**config.mk**
```make
export PLATFORM = sky130hd
export DESIGN_NAME = nps_mac_flat
export DESIGN_NICKNAME = d
export VERILOG_FILES = /design/src/rtl/core/nine_point_stencil_apply_macros.svh /design/src/rtl/core/nps_pkg.sv /design/src/rtl/core/nps_if.sv /design/src/rtl/core/nps_mac.sv /design/src/flat_wrapper.sv
export SDC_FILE = /design/constraint.sdc
export NUM_CORES = 2
export LEC_CHECK = 0
export ABC_CLOCK_PERIOD_IN_PS = 7930
export BUFFER_PORTS_ARGS = -buffer_cell sky130_fd_sc_hd__buf_4
export CAP_MARGIN = 20
export CORE_MARGIN = 2
export CORE_UTILIZATION = 65
export CTS_CLUSTER_DIAMETER = 60
export CTS_CLUSTER_SIZE = 40
export DETAILED_ROUTE_END_ITERATION = 12
export PLACE_DENSITY_LB_ADDON = 0.08
export REMOVE_ABC_BUFFERS = 1
export SLEW_MARGIN = 20
export SYNTH_ARGS = -nofsm -noshare
export SYNTH_HDL_FRONTEND = slang
export SYNTH_SLANG_ARGS = --single-unit
```
**constraint.sdc**
```tcl
create_clock -name clk -period 7.93 [get_ports clk]
set_input_delay 1.1895 -clock clk [delete_from_list [all_inputs] [get_ports clk]]
set_output_delay 1.1895 -clock clk [all_outputs]
set_load 0.1 [all_outputs]
```
**src/rtl/core/nine_point_stencil_apply_macros.svh**
```systemverilog
// Assertion macros for the stencil RTL, used by nps_line.
// Each macro expands to one labeled concurrent assertion on clk, disabled in rst.
`ifndef NINE_POINT_STENCIL_APPLY_MACROS_SVH
`define NINE_POINT_STENCIL_APPLY_MACROS_SVH

// The condition holds at every clock edge outside reset.
`define NPS_ASSERT_ALWAYS(label, cond, msg) \
  label: assert property (@(posedge clk) disable iff (rst) (cond)) else $error(msg);

// When the antecedent holds, the consequent holds at the next clock edge.
`define NPS_ASSERT_NEXT(label, ante, cons, msg) \
  label: assert property (@(posedge clk) disable iff (rst) (ante) |=> (cons)) else $error(msg);

`endif

```
**src/rtl/core/nps_pkg.sv**
```systemverilog
// Shared types, widths and register codes for the 3x3 stencil block.
// Used by the channel interfaces and by every stencil module except the generic nps_ram.
`timescale 1ns / 1ps
`default_nettype none

package nps_pkg;

  // Field and storage widths
  localparam int SAMPLE_BITS  = 24;
  localparam int WEIGHT_BITS  = 18;
  localparam int WEIGHT_FRAC  = WEIGHT_BITS - 4;
  localparam int MAX_WIDTH    = 1024;
  localparam int HEIGHT_LIMIT = 1024;
  localparam int GEOM_BITS    = 11;
  localparam int COL_BITS     = $clog2(MAX_WIDTH);
  localparam int ROW_BITS     = GEOM_BITS;

  // Datapath widths: sum of four samples, product with a weight, final sum
  localparam int GSUM_BITS = SAMPLE_BITS + 2;
  localparam int PROD_BITS = WEIGHT_BITS + GSUM_BITS;
  localparam int ACC_BITS  = PROD_BITS + 2;

  // Configuration channel widths
  localparam int CFG_INDEX_BITS = 3;
  localparam int CFG_DATA_BITS  = WEIGHT_BITS;

  typedef logic signed [SAMPLE_BITS-1:0] sample_t;
  typedef logic signed [WEIGHT_BITS-1:0] weight_t;
  typedef logic [GEOM_BITS-1:0]          geom_t;

  localparam sample_t SAMPLE_MAX = {1'b0, {(SAMPLE_BITS-1){1'b1}}};
  localparam sample_t SAMPLE_MIN = {1'b1, {(SAMPLE_BITS-1){1'b0}}};
  localparam longint  ROUND_HALF = longint'(1) << (WEIGHT_FRAC - 1);

  // Reset values of the configuration registers
  localparam weight_t WC_RESET     = 18'sd65536;
  localparam weight_t WE_RESET     = -18'sd16384;
  localparam weight_t WD_RESET     = 18'sd0;
  localparam geom_t   WIDTH_RESET  = 11'd64;
  localparam geom_t   HEIGHT_RESET = 11'd64;

  // Register indexes on the configuration channel
  typedef enum logic [CFG_INDEX_BITS-1:0] {
    REG_WEIGHT_CENTER = 3'd0,
    REG_WEIGHT_EDGE   = 3'd1,
    REG_WEIGHT_DIAG   = 3'd2,
    REG_GRID_WIDTH    = 3'd3,
    REG_GRID_HEIGHT   = 3'd4
  } cfg_reg_t;

  // Current settings with geometry clamped to the supported range
  typedef struct packed {
    weight_t w_center;
    weight_t w_orth;
    weight_t w_diag;
    geom_t   width_eff;
    geom_t   height_eff;
  } cfg_regs_t;

  // Window request handed from the line stage to the arithmetic stages
  typedef struct packed {
    logic                        valid;
    logic                        last;
    logic [8:0][SAMPLE_BITS-1:0] win;
  } win_req_t;

endpackage

`default_nettype wire

```
**src/rtl/core/nps_if.sv**
```systemverilog
// Valid/ready channel interfaces for samples, results and configuration writes.
// Depends on nps_pkg for field types.
`timescale 1ns / 1ps
`default_nettype none


// Result channel
interface nps_out_if import nps_pkg::*; ();
  logic    valid;
  logic    ready;
  sample_t value;
  logic    last;

  modport source (output valid, output value, output last, input ready);
  modport sink   (input valid, input value, input last, output ready);
endinterface


`default_nettype wire

```
**src/rtl/core/nps_mac.sv**
```systemverilog
// Weighted sum of the 3x3 window, rounding, saturation and the result register.
// Depends on nps_pkg and the nps_out_if interface.
`timescale 1ns / 1ps
`default_nettype none

module nps_mac import nps_pkg::*; (
  input  logic      clk,
  input  logic      rst,
  input  win_req_t  win_in,
  output logic      win_ready,
  input  cfg_regs_t regs,
  nps_out_if.source results
);

  // Stage three: center sample and the two neighbor sums
  logic                        s3_valid;
  logic                        s3_last;
  logic signed [GSUM_BITS-1:0] s3_cen;
  logic signed [GSUM_BITS-1:0] s3_orth;
  logic signed [GSUM_BITS-1:0] s3_diag;
  logic                        s3_ld;

  // Stage four: the three weighted products
  logic                        s4_valid;
  logic                        s4_last;
  logic signed [PROD_BITS-1:0] s4_pc;
  logic signed [PROD_BITS-1:0] s4_po;
  logic signed [PROD_BITS-1:0] s4_pd;
  logic                        s4_ld;

  logic                        out_ld;
  logic signed [ACC_BITS-1:0]  acc;
  logic [ACC_BITS-SAMPLE_BITS-WEIGHT_FRAC:0] acc_hi;
  sample_t                     sat_value;

  // Back-pressure chain toward the window stage
  assign out_ld    = !results.valid || results.ready;
  assign s4_ld     = !s4_valid || out_ld;
  assign s3_ld     = !s3_valid || s4_ld;
  assign win_ready = s3_ld;

  // Pre-add the neighbors that share a weight
  always_ff @(posedge clk) begin
    if (rst) begin
      s3_valid <= 1'b0;
    end else if (s3_ld) begin
      s3_valid <= win_in.valid;
    end
  end

  always_ff @(posedge clk) begin
    if (s3_ld) begin
      s3_last <= win_in.last;
      s3_cen  <= GSUM_BITS'($signed(win_in.win[4]));
      s3_orth <= GSUM_BITS'($signed(win_in.win[1])) + GSUM_BITS'($signed(win_in.win[3]))
               + GSUM_BITS'($signed(win_in.win[5])) + GSUM_BITS'($signed(win_in.win[7]));
      s3_diag <= GSUM_BITS'($signed(win_in.win[0])) + GSUM_BITS'($signed(win_in.win[2]))
               + GSUM_BITS'($signed(win_in.win[6])) + GSUM_BITS'($signed(win_in.win[8]));
    end
  end

  // One multiplier per weight
  always_ff @(posedge clk) begin
    if (rst) begin
      s4_valid <= 1'b0;
    end else if (s4_ld) begin
      s4_valid <= s3_valid;
    end
  end

  always_ff @(posedge clk) begin
    if (s4_ld) begin
      s4_last <= s3_last;
      s4_pc   <= PROD_BITS'(regs.w_center) * PROD_BITS'(s3_cen);
      s4_po   <= PROD_BITS'(regs.w_orth) * PROD_BITS'(s3_orth);
      s4_pd   <= PROD_BITS'(regs.w_diag) * PROD_BITS'(s3_diag);
    end
  end

  // Round half up, drop the weight fraction, saturate to the sample range
  always_comb begin
    acc = ACC_BITS'(s4_pc) + ACC_BITS'(s4_po) + ACC_BITS'(s4_pd) + ACC_BITS'(ROUND_HALF);
    acc_hi = acc[ACC_BITS-1:SAMPLE_BITS+WEIGHT_FRAC-1];
    if ((&acc_hi) || !(|acc_hi)) begin
      sat_value = acc[SAMPLE_BITS+WEIGHT_FRAC-1:WEIGHT_FRAC];
    end else if (acc[ACC_BITS-1]) begin
      sat_value = SAMPLE_MIN;
    end else begin
      sat_value = SAMPLE_MAX;
    end
  end

  // Result register
  always_ff @(posedge clk) begin
    if (rst) begin
      results.valid <= 1'b0;
    end else if (out_ld) begin
      results.valid <= s4_valid;
    end
  end

  always_ff @(posedge clk) begin
    if (out_ld) begin
      results.value <= sat_value;
      results.last  <= s4_last;
    end
  end

endmodule

`default_nettype wire

```
**src/flat_wrapper.sv**
```systemverilog
// flat-port wrapper written by rule: the top's interface ports become plain ports
module nps_mac_flat import nps_pkg::*;
  (clk, rst, win_in, win_ready, regs, results_valid, results_value, results_last, results_ready);
  nps_out_if results_i ();
  input  logic clk;
  input  logic rst;
  input  win_req_t win_in;
  output logic win_ready;
  input  cfg_regs_t regs;
  output wire logic [$bits(results_i.valid)-1:0] results_valid;
  output wire logic [$bits(results_i.value)-1:0] results_value;
  output wire logic [$bits(results_i.last)-1:0] results_last;
  input wire logic [$bits(results_i.ready)-1:0] results_ready;
  assign results_valid = results_i.valid;
  assign results_value = results_i.value;
  assign results_last = results_i.last;
  assign results_i.ready = results_ready;
  nps_mac u_core (.clk(clk), .rst(rst), .win_in(win_in), .win_ready(win_ready), .regs(regs), .results(results_i));
endmodule
```
==> flow_metrics.py <==
metrics = {
    "sta": {
        "worst_pin_slew_ns": 0.9177,
        "fin_setup_tns_ns": 0,
        "hold_viol_final": 0,
        "fin_skew_ns": 0.04658,
        "relSlewSlack": 0.3882,
        "clock.fmax_mhz": 137.2,
        "drv_slew": 0,
        "period_share": 0.9194,
        "finalSetupViolCount": 0,
        "rsz0062_at_grt": "false",
        "fin_crit_ns": 7.291,
        "timing.final.ws_setup_ns": 0.6391,
    },
    "clock_tree": {
        "ctsHoldBuffers": 0,
        "clk_pin_slew_ns": 0.08,
        "cts_buffer_depth": 3,
        "ctsResizeCount": 0,
        "post_cts_buffers": 0,
        "cts_tree": "built",
        "clock_latency_ns": 0.66,
        "clock_sinks": 236,
        "clock_tree.root_cell": "clkbuf_16",
        "cts_buffers": 28,
        "htreeDepth": 1,
    },
    "logic_synthesis": {
        "async_flop_share": 0,
        "synth_seq_cells": 236,
        "synthCells": 6530,
        "ys_warn_count": 0,
        "synth_cell_types": 86,
        "synth_edf_count": 233,
        "netlist_area_sq_mm": 0.06311,
        "synth-seq-area-share": 0.1118,
        "yosys_most_used_dff": "edfxtp_1",
        "synth_area_per_cell_sq_um": 9.664,
    },
    "layout": {
        "final_cell_mix": "inv_1, fa_1, nand2_1",
        "fin_nets": 8920,
        "drive_gt1_frac": 0.07143,
        "fin_cells": 7983,
        "synthToLayoutAreaGrowth_pct": 7.227,
        "fillers": 7543,
        "mostFrequentLayoutCell": "inv_1",
    },
    "detailed_routing": {
        "drcViolationCount": 0,
        "wl_per_cell_microns": 18.03,
        "ant_nets": 0,
        "drt_wl_total_microns": 144000,
        "via_per_inst": 5.526,
        "drt_first_pass_iters": 6,
        "vias": 44110,
        "drt_iter0_markers": 2606,
    },
    "die": {
        "num_rows": 114,
        "die_height_microns": 315.6,
        "io_pins": 324,
        "start_util": 0.6545,
        "fp.coreArea_sq_mm": 0.09642,
        "die_w_microns": 315.6,
        "die-area_sq_mm": 0.09959,
    },
    "global_routing": {
        "antenna_found_initial": 1,
        "grt_pass1_vias": 47640,
        "grt_use_total": 0.3079,
        "grt_remaining_overflow": 0,
        "grt_max_degree": 68,
        "grt_pass1_wl_microns": 242000,
    },
    "run_status": {
        "run_status": "finished clean",
    },
    "hold_path": {
        "hold_depth": 0,
        "hp-start": "u_core.s4_last",
        "hold_class": "reg2reg",
        "hold_end": "u_core.results.last",
    },
    "critical_path": {
        "path_max_fanout": 18,
        "reg2reg_depth": 22,
        "worstPathRequired_ns": 8.30,
        "start_kind": "flip-flop",
        "r2r-end": "u_core.s4_pd[43]",
        "arrival_ns": 7.66,
        "crit_type": "reg2reg",
        "regToRegSetupSlack_ns": 0.64,
        "r2r_start": "u_core.s3_diag[11]",
        "critPathCaptureType": "flip-flop",
    },
    "run": {
        "cap_violations": 0,
    },
    "placement": {
        "place_ws_ns": 0.1002,
        "dp_cells": 7930,
        "place_congestion": 0.8901,
        "io_buffer_count": 301,
        "dp_hpwl_microns": 121900,
    },
}
[worst max path at each step]
stage	from	end	slack, ns
after CTS	u_core.s3_diag[6]	u_core.s4_pd[43]	0.67
after floorplan	regs[39]	u_core.s4_pd[42]	0.90
after detailed placement	regs[25]	u_core.s4_pd[43]	0.10
after global placement	regs[25]	u_core.s4_pd[43]	0.17
after global routing	u_core.s3_diag[7]	u_core.s4_pd[43]	0.29
final	u_core.s3_diag[11]	u_core.s4_pd[43]	0.64
[Yosys cell counts (all sizes together) (10+ instances only)]
cell type	instances	area, sq um
nor3	34	175.2
a21o	77	578.1
xor2	44	392.9
inv	1592	5976
nand4	18	112.6
nand2	885	3322
nand3	47	240.2
nor2b	27	168.9
a31oi	22	137.6
xnor2	151	1323
clkbuf	240	902.1
o31ai	10	88.83
nand2b	39	244.0
and3	17	106.4
ha	459	5743
o21bai	15	112.6
nor2	179	671.9
fa	1480	29630
and2	505	3166
o21a	28	210.2
o211ai	14	105.1
a21oi	159	807.0
a211oi	11	87.58
o21ai	113	640.6
edfxtp	233	6997
[flip-flops by register name, summed over array words and instances, names as in the netlist]
| name | cells |
|---|---|
| u_core.s4_pc | 42 |
| u_core.s3_last | 1 |
| u_core.s3_cen | 24 |
| u_core.s3_valid | 1 |
| u_core.s4_po | 44 |
| u_core.results.value | 24 |
| u_core.s4_pd | 44 |
| u_core.s4_valid | 1 |
| u_core.s4_last | 1 |
| u_core.results.last | 1 |
| u_core.results.valid | 1 |
| u_core.s3_orth | 26 |
| u_core.s3_diag | 26 |
[layer usage]
layer / up-vias / wire, microns / track usage
met1: 22690 / 57950 / 0.4187
met3: 266 / 9736 / 0.04145
met5: - / 0 / 0
met2: 1409 / 71590 / 0.5216
li1: 19750 / - / -
met4: 0 / 4680 / 0.09220
[cells by family after synthesis]
logic type               Yosys count  synth area share
AO/OA/AOI/OAI                    525           0.05542
adder cells (fa/ha/maj)         1939            0.5605
multiplexers                       2         0.0003172
XOR/XNOR                         195           0.02718
flip-flops                       236            0.1118
AND/OR/NAND/NOR                 1793            0.1347
buffers and inverters           1840            0.1101
[area by class of cell]
class	instances	area (sq um)	area share
multi-input combinational	4454	49120	0.7259
sequential	236	7057	0.1043
inverter	1593	5982	0.08840
timing repair buffer	371	2785	0.04116
tap	1276	1597	0.02359
clock buffer	28	700.7	0.01035
clock inverter	24	420.4	0.006213
antenna	1	2.502	0.00003698
[metrics by stage]
step	util	cell area, sq um	hold WS [ns]
2_1_floorplan	-	62140	0.4003
3_3_place_gp	0.6901	66540	0.4024
3_5_place_dp	0.6901	66540	0.4061
4_1_cts	0.7017	67660	0.4225
5_1_grt	0.7018	67670	0.4267
6_report	0.7018	67670	0.4222
[critical path: stages (launching register included)]
cell and delay [ns]:
edfxtp_1 0.91, nand2_1 0.18, fa_1 0.53, fa_1 0.52, fa_1 0.52, inv_1 0.05, fa_1 0.50, fa_1 0.49
inv_1 0.05, fa_1 0.48, inv_1 0.05, ha_1 0.34, a21oi_1 0.14, o21ai_0 0.17, nor2b_1 0.19, a2111oi_0 0.54
buf_4 0.25, o211ai_1 0.15, nand3_1 0.17, a31oi_1 0.19, a211o_1 0.30, a21oi_1 0.17, xnor2_1 0.10
Power is not shown: default switching activity piles up to over one toggle a cycle in this logic, so the estimate is an artifact.
