--- src/rtl/core/nine_point_stencil_apply_macros.svh ---
// Assertion macros for the stencil RTL, used by nps_line.
// Each macro expands to one labeled concurrent assertion on clk, disabled in rst.
`ifndef NINE_POINT_STENCIL_APPLY_MACROS_SVH
`define NINE_POINT_STENCIL_APPLY_MACROS_SVH

// The condition holds at every clock edge outside reset.
`define NPS_ASSERT_ALWAYS(label, cond, msg) \
  label: assert property (@(posedge clk) disable iff (rst) (cond)) else $error(msg);

// When the antecedent holds, the consequent holds at the next clock edge.
`define NPS_ASSERT_NEXT(label, ante, cons, msg) \
  label: assert property (@(posedge clk) disable iff (rst) (ante) |=> (cons)) else $error(msg);

`endif

--- src/rtl/core/nps_pkg.sv ---
// Shared types, widths and register codes for the 3x3 stencil block.
// Used by the channel interfaces and by every stencil module except the generic nps_ram.
`timescale 1ns / 1ps
`default_nettype none

package nps_pkg;

  // Field and storage widths
  localparam int SAMPLE_BITS  = 24;
  localparam int WEIGHT_BITS  = 18;
  localparam int WEIGHT_FRAC  = WEIGHT_BITS - 4;
  localparam int MAX_WIDTH    = 1024;
  localparam int HEIGHT_LIMIT = 1024;
  localparam int GEOM_BITS    = 11;
  localparam int COL_BITS     = $clog2(MAX_WIDTH);
  localparam int ROW_BITS     = GEOM_BITS;

  // Datapath widths: sum of four samples, product with a weight, final sum
  localparam int GSUM_BITS = SAMPLE_BITS + 2;
  localparam int PROD_BITS = WEIGHT_BITS + GSUM_BITS;
  localparam int ACC_BITS  = PROD_BITS + 2;

  // Configuration channel widths
  localparam int CFG_INDEX_BITS = 3;
  localparam int CFG_DATA_BITS  = WEIGHT_BITS;

  typedef logic signed [SAMPLE_BITS-1:0] sample_t;
  typedef logic signed [WEIGHT_BITS-1:0] weight_t;
  typedef logic [GEOM_BITS-1:0]          geom_t;

  localparam sample_t SAMPLE_MAX = {1'b0, {(SAMPLE_BITS-1){1'b1}}};
  localparam sample_t SAMPLE_MIN = {1'b1, {(SAMPLE_BITS-1){1'b0}}};
  localparam longint  ROUND_HALF = longint'(1) << (WEIGHT_FRAC - 1);

  // Reset values of the configuration registers
  localparam weight_t WC_RESET     = 18'sd65536;
  localparam weight_t WE_RESET     = -18'sd16384;
  localparam weight_t WD_RESET     = 18'sd0;
  localparam geom_t   WIDTH_RESET  = 11'd64;
  localparam geom_t   HEIGHT_RESET = 11'd64;

  // Register indexes on the configuration channel
  typedef enum logic [CFG_INDEX_BITS-1:0] {
    REG_WEIGHT_CENTER = 3'd0,
    REG_WEIGHT_EDGE   = 3'd1,
    REG_WEIGHT_DIAG   = 3'd2,
    REG_GRID_WIDTH    = 3'd3,
    REG_GRID_HEIGHT   = 3'd4
  } cfg_reg_t;

  // Current settings with geometry clamped to the supported range
  typedef struct packed {
    weight_t w_center;
    weight_t w_orth;
    weight_t w_diag;
    geom_t   width_eff;
    geom_t   height_eff;
  } cfg_regs_t;

  // Window request handed from the line stage to the arithmetic stages
  typedef struct packed {
    logic                        valid;
    logic                        last;
    logic [8:0][SAMPLE_BITS-1:0] win;
  } win_req_t;

endpackage

`default_nettype wire

--- src/rtl/core/nps_if.sv ---
// Valid/ready channel interfaces for samples, results and configuration writes.
// Depends on nps_pkg for field types.
`timescale 1ns / 1ps
`default_nettype none


// Configuration write channel
interface nps_cfg_if import nps_pkg::*; ();
  logic                      valid;
  logic                      ready;
  logic [CFG_INDEX_BITS-1:0] index;
  logic [CFG_DATA_BITS-1:0]  data;

  modport source (output valid, output index, output data, input ready);
  modport sink   (input valid, input index, input data, output ready);
endinterface

`default_nettype wire

--- src/rtl/core/nps_cfg.sv ---
// Configuration registers of the stencil block and geometry clamping.
// Depends on nps_pkg and the nps_cfg_if interface.
`timescale 1ns / 1ps
`default_nettype none

module nps_cfg import nps_pkg::*; (
  input  logic      clk,
  input  logic      rst,
  nps_cfg_if.sink   cfg,
  output cfg_regs_t regs,
  output logic      restart
);

  weight_t w_center;
  weight_t w_orth;
  weight_t w_diag;
  geom_t   grid_width;
  geom_t   grid_height;
  logic    cfg_fire;

  // Writes are always taken
  assign cfg.ready = 1'b1;
  assign cfg_fire  = cfg.valid && cfg.ready;

  // Register file; indexes beyond the list are ignored
  always_ff @(posedge clk) begin
    if (rst) begin
      w_center    <= WC_RESET;
      w_orth      <= WE_RESET;
      w_diag      <= WD_RESET;
      grid_width  <= WIDTH_RESET;
      grid_height <= HEIGHT_RESET;
    end else if (cfg_fire) begin
      case (cfg_reg_t'(cfg.index))
        REG_WEIGHT_CENTER: w_center    <= $signed(cfg.data[WEIGHT_BITS-1:0]);
        REG_WEIGHT_EDGE:   w_orth      <= $signed(cfg.data[WEIGHT_BITS-1:0]);
        REG_WEIGHT_DIAG:   w_diag      <= $signed(cfg.data[WEIGHT_BITS-1:0]);
        REG_GRID_WIDTH:    grid_width  <= cfg.data[GEOM_BITS-1:0];
        REG_GRID_HEIGHT:   grid_height <= cfg.data[GEOM_BITS-1:0];
        default: ;
      endcase
    end
  end

  // A geometry write abandons the grid in progress
  assign restart = cfg_fire &&
                   ((cfg_reg_t'(cfg.index) == REG_GRID_WIDTH) ||
                    (cfg_reg_t'(cfg.index) == REG_GRID_HEIGHT));

  // Clamp the geometry to the supported range
  always_comb begin
    regs.w_center = w_center;
    regs.w_orth   = w_orth;
    regs.w_diag   = w_diag;
    if (grid_width < GEOM_BITS'(3)) begin
      regs.width_eff = GEOM_BITS'(3);
    end else if (grid_width > GEOM_BITS'(MAX_WIDTH)) begin
      regs.width_eff = GEOM_BITS'(MAX_WIDTH);
    end else begin
      regs.width_eff = grid_width;
    end
    if (grid_height < GEOM_BITS'(3)) begin
      regs.height_eff = GEOM_BITS'(3);
    end else if (grid_height > GEOM_BITS'(HEIGHT_LIMIT)) begin
      regs.height_eff = GEOM_BITS'(HEIGHT_LIMIT);
    end else begin
      regs.height_eff = grid_height;
    end
  end

endmodule

`default_nettype wire

--- src/flat_wrapper.sv ---
// flat-port wrapper written by rule: the top's interface ports become plain ports
module nps_cfg_flat import nps_pkg::*;
  (clk, rst, regs, restart, cfg_valid, cfg_index, cfg_data, cfg_ready);
  nps_cfg_if cfg_i ();
  input  logic clk;
  input  logic rst;
  output cfg_regs_t regs;
  output logic restart;
  input wire logic [$bits(cfg_i.valid)-1:0] cfg_valid;
  input wire logic [$bits(cfg_i.index)-1:0] cfg_index;
  input wire logic [$bits(cfg_i.data)-1:0] cfg_data;
  output wire logic [$bits(cfg_i.ready)-1:0] cfg_ready;
  assign cfg_i.valid = cfg_valid;
  assign cfg_i.index = cfg_index;
  assign cfg_i.data = cfg_data;
  assign cfg_ready = cfg_i.ready;
  nps_cfg u_core (.clk(clk), .rst(rst), .cfg(cfg_i), .regs(regs), .restart(restart));
endmodule
--- config.mk ---
export PLATFORM = sky130hd
export DESIGN_NAME = nps_cfg_flat
export DESIGN_NICKNAME = d
export VERILOG_FILES = /design/src/rtl/core/nine_point_stencil_apply_macros.svh /design/src/rtl/core/nps_pkg.sv /design/src/rtl/core/nps_if.sv /design/src/rtl/core/nps_cfg.sv /design/src/flat_wrapper.sv
export SDC_FILE = /design/constraint.sdc
export NUM_CORES = 1
export LEC_CHECK = 0
export CORE_AREA = 2 2 76 107
export CTS_CLUSTER_DIAMETER = 80
export CTS_CLUSTER_SIZE = 10
export DETAILED_ROUTE_END_ITERATION = 8
export DIE_AREA = 0 0 78 109
export DONT_BUFFER_PORTS = 1
export PLACE_DENSITY = 0.53
export SLEW_MARGIN = 20
export SYNTH_ARGS = -nofsm -noshare
export SYNTH_HDL_FRONTEND = slang
export SYNTH_SLANG_ARGS = --single-unit
--- constraint.sdc ---
create_clock -name clk -period 1.35 [get_ports clk]
set_input_delay 0.0675 -clock clk [delete_from_list [all_inputs] [get_ports clk]]
set_output_delay 0.0675 -clock clk [all_outputs]
set_load 0.1 [all_outputs]
==> metrics.md <==
| Metric | Value |
|---|---|
| Initial antenna violation count | 0 |
| Synth unique cells | 23 |
| Post-detail-place hpwl | 5690 um |
| Std-Cell Rows | 38 |
| DRC viols | 0 |
| WL per Instance | 16.0 um |
| Setup CP Type | flop to output pin |
| CTS tree | built |
| Number of CTS-inserted buffers | 9 |
| Clock Pin Slew Worst Setup and Hold Paths | 70 ps |
| Register share of total power | 0.479 |
| Fin. max-slew vios | 0 |
| Clk buf depth | 2 |
| Reg2reg path depth | 4 |
| Area share of the largest cell type after synthesis | 0.516 |
| Vias in the first global route | 2,844 |
| Overall die width | 78 um |
| CP max FO | 3 |
| R2R Setup Slk | 70 ps |
| Final min period | 1520 ps |
| Syn Nets | 400 |
| Total GRT Usage | 0.227 |
| Hold crit path type | primary input to flop |
| Crit. End Element | output pin |
| Combinational share of power | 0.174 |
| Max frequency | 0.658 GHz |
| Min Hold Slack | 29.3 ps |
| Largest net degree at the start of global routing | 61 |
| First-pass GRT wire length | 14,600 um |
| Final nets | 503 |
| Placed cell area | 0.00393 mm^2 |
| Cell area power density | 1040 mW/mm^2 |
| Clock Skew | 0 ps |
| Global route overflow | 0 |
| Clock latency on the worst-skew pair | 360 ps |
| Post-synthesis cell count | 376 |
| Total wire length | 9360 um |
| Placed Instances | 526 |
| Diode count | 0 |
| Crit start category | flop |
| Buffers added on ports | 0 |
| Final setup TNS | -640 ps |
| Starting Density | 0.388 |
| RSZ-0062 raised after global routing | true |
| Number of synthesized register bits | 76 |
| Setup crit start | u_core.grid_height[6] |
| Drt pass-1 iters | 8 |
| Die ar. | 0.00850 mm^2 |
| Die H | 109 um |
| Switching share of power | 0.299 |
| Critical Path Sink | regs[0] |
| Synthesis-to-layout area growth | 57.7% |
| Post-route ant nets | 0 |
| Vias per inst | 4.91 |
| Max-cap viol count | 0 |
| Reg2reg start | u_core.grid_height[9] |
| Leak | 1.83 nW |
| # clock sinks | 76 |
| Status | finished with violations |
| Final period utilization | 1.13 |
| Final setup margin | -171 ps |
| H-tree levels | 3 |
| NetSw | 1.45 mW |
| Internal power | 3.40 mW |
| Core area | 0.00761 mm^2 |
| Clock power frac | 0.347 |
| Mapped Area | 0.00295 mm^2 |
| Global placement routability congestion | 0.712 |
| Final cell count without fillers | 583 |
| Violated checks | negative setup slack |
| DR iter-0 viols | 85 |
| Top cells by area, synth | dfxtp_1 (52%), nand2_1 (18%), a21oi_1 (12%) |
| Yosys warnings | 0 |
| Crit path DAT | 1450 ps |
| Slew headroom | 0.654 |
| Routed vias | 2,861 |
| RR Endpoint | u_core.grid_height[9] |
| Max VDD drop | 768 uV |
| Clock root cell | clkbuf_8 |
| Count of final hold-check violations | 0 |
| WP data required | 1280 ps |
| Number of I/O pins | 102 |
| Worst-Margin Slew | 516 ps |
| Sequential share of the synthesized area | 0.516 |
| Ratio of cells with drive above 1 in the final layout | 0.300 |
| Syn avg cell area | 7.85 um^2 |
| Cell area after layout | 0.00465 mm^2 |
| Fill count | 665 |
| Yosys top cell by area | dfxtp_1 |
| Final setup vio count | 4 |
## synth_stat cells
| cell | n |
|---|---|
| a21oi_1 | 73 |
| and4b_1 | 1 |
| and4bb_2 | 3 |
| buf_1 | 1 |
| buf_2 | 8 |
| buf_4 | 3 |
| buf_6 | 2 |
| buf_8 | 1 |
| clkbuf_1 | 16 |
| clkbuf_2 | 1 |
| conb_1 | 1 |
| dfxtp_1 | 76 |
| nand2_1 | 142 |
| nand2_2 | 1 |
| nand3b_1 | 2 |
| nand4b_1 | 1 |
| nand4bb_1 | 3 |
| nor2_1 | 9 |
| nor2b_1 | 16 |
| nor3_1 | 10 |
| nor4_1 | 4 |
| nor4b_4 | 1 |
| or4b_4 | 1 |
## sequential cells by signal (all words and copies together), names as in the netlist
name                cells
u_core.w_center        18
u_core.w_diag          18
u_core.w_orth          18
u_core.grid_height     11
u_core.grid_width      11
## cell type report
| type | count | area [um^2] | share of cell area |
|---|---|---|---|
| clock inverter | 1 | 5.00 | 0.00108 |
| tap | 100 | 125 | 0.0269 |
| multi-input combinational | 268 | 1480 | 0.317 |
| timing repair buffer | 124 | 1320 | 0.285 |
| clock buffer | 14 | 183 | 0.0393 |
| sequential | 76 | 1540 | 0.331 |
## worst max-delay path, cell delays in order, from the launching register on
cell	delay [ps]
dfxtp_2	350
nor4_4	330
a21oi_2	100
nor2_2	130
buf_12	190
## through the flow
step | total power [mW] | util | setup slack (ps)
floorplan | 2.96 | - | -256
global placement | 3.07 | 0.516 | 110
detailed placement | 3.08 | 0.516 | 80.2
CTS | 4.88 | 0.611 | -204
global route | 5.00 | 0.612 | -234
finish | 4.85 | 0.612 | -171
## power groups by stage
stage | Clock [mW] | Combinational, mW | Sequential [mW]
global placement | 0 | 0.701 | 2.37
CTS | 1.70 | 0.847 | 2.32
global route | 1.79 | 0.881 | 2.33
finish | 1.68 | 0.845 | 2.33
detailed placement | 0 | 0.705 | 2.38
floorplan | 0 | 0.353 | 2.61
## cell usage in the layout (no fill, tap or decap)
| cell type | Yosys | final |
|---|---|---|
| nor4_4 | 0 | 4 |
| nand4b_1 | 1 | 1 |
| dfxtp_4 | 0 | 2 |
| a21oi_2 | 0 | 5 |
| or4b_4 | 1 | 1 |
| dlygate4sd3_1 | 0 | 39 |
| nand4bb_1 | 3 | 3 |
| nand3b_1 | 2 | 2 |
| buf_4 | 3 | 62 |
| clkinv_2 | 0 | 1 |
| nor3_1 | 10 | 10 |
| a21oi_1 | 73 | 68 |
| nor2_4 | 0 | 3 |
| nor2b_2 | 0 | 2 |
| nand2_2 | 1 | 2 |
| dfxtp_2 | 0 | 8 |
| clkbuf_1 | 16 | 1 |
| and4b_1 | 1 | 1 |
| clkbuf_8 | 0 | 13 |
| nor4b_4 | 1 | 1 |
| buf_12 | 0 | 22 |
| nor2_1 | 9 | 5 |
| nand2_1 | 142 | 141 |
| nor2_2 | 0 | 1 |
| and4bb_2 | 3 | 3 |
| conb_1 | 1 | 1 |
| buf_16 | 0 | 1 |
| nor2b_4 | 0 | 14 |
| dfxtp_1 | 76 | 66 |
## logic make-up (layout without fill, tap and decap cells)
| kind of cell | after synthesis | in the layout | synth area share |
|---|---|---|---|
| AND/OR/NAND/NOR | 194 | 194 | 0.302 |
| flip-flops | 76 | 76 | 0.516 |
| AO/OA/AOI/OAI | 73 | 73 | 0.124 |
| buffers and inverters | 32 | 139 | 0.0572 |
| other | 1 | 1 | 0.00127 |
## worst min path at each step
stage	end	slack [ps]	startpoint	cells past startpoint
after floorplan	u_core.w_center[16]	190	cfg_data[16]	2
after global placement	u_core.grid_height[10]	140	rst	1
after detailed placement	u_core.grid_height[10]	140	rst	1
after CTS	u_core.grid_height[10]	30	rst	2
after global routing	u_core.grid_height[10]	50	rst	2
final	u_core.grid_height[10]	30	rst	2
## repair_timing
item | in CTS | in global routing
gates resized for setup | 19 | 4
pin swaps | 7 | 3
setup endpoints to repair | 17 | 5
hold endpoints to repair | 76 | 0
hold buffers | 40 | 0
buffers inserted | 2 | 0
gates cloned | 0 | 0
## metal layers
| layer | share of wire | wire length, um | global-route usage | vias to the layer above |
|---|---|---|---|---|
| met5 | 0 | 0 | 0 | - |
| met4 | 0.020 | 191 | 0.0915 | 0 |
| met3 | 0.057 | 529 | 0.0720 | 14 |
| met2 | 0.53 | 4980 | 0.401 | 81 |
| met1 | 0.39 | 3650 | 0.251 | 1341 |
| li1 | - | - | - | 1425 |
(Power assumes the default switching activity.)
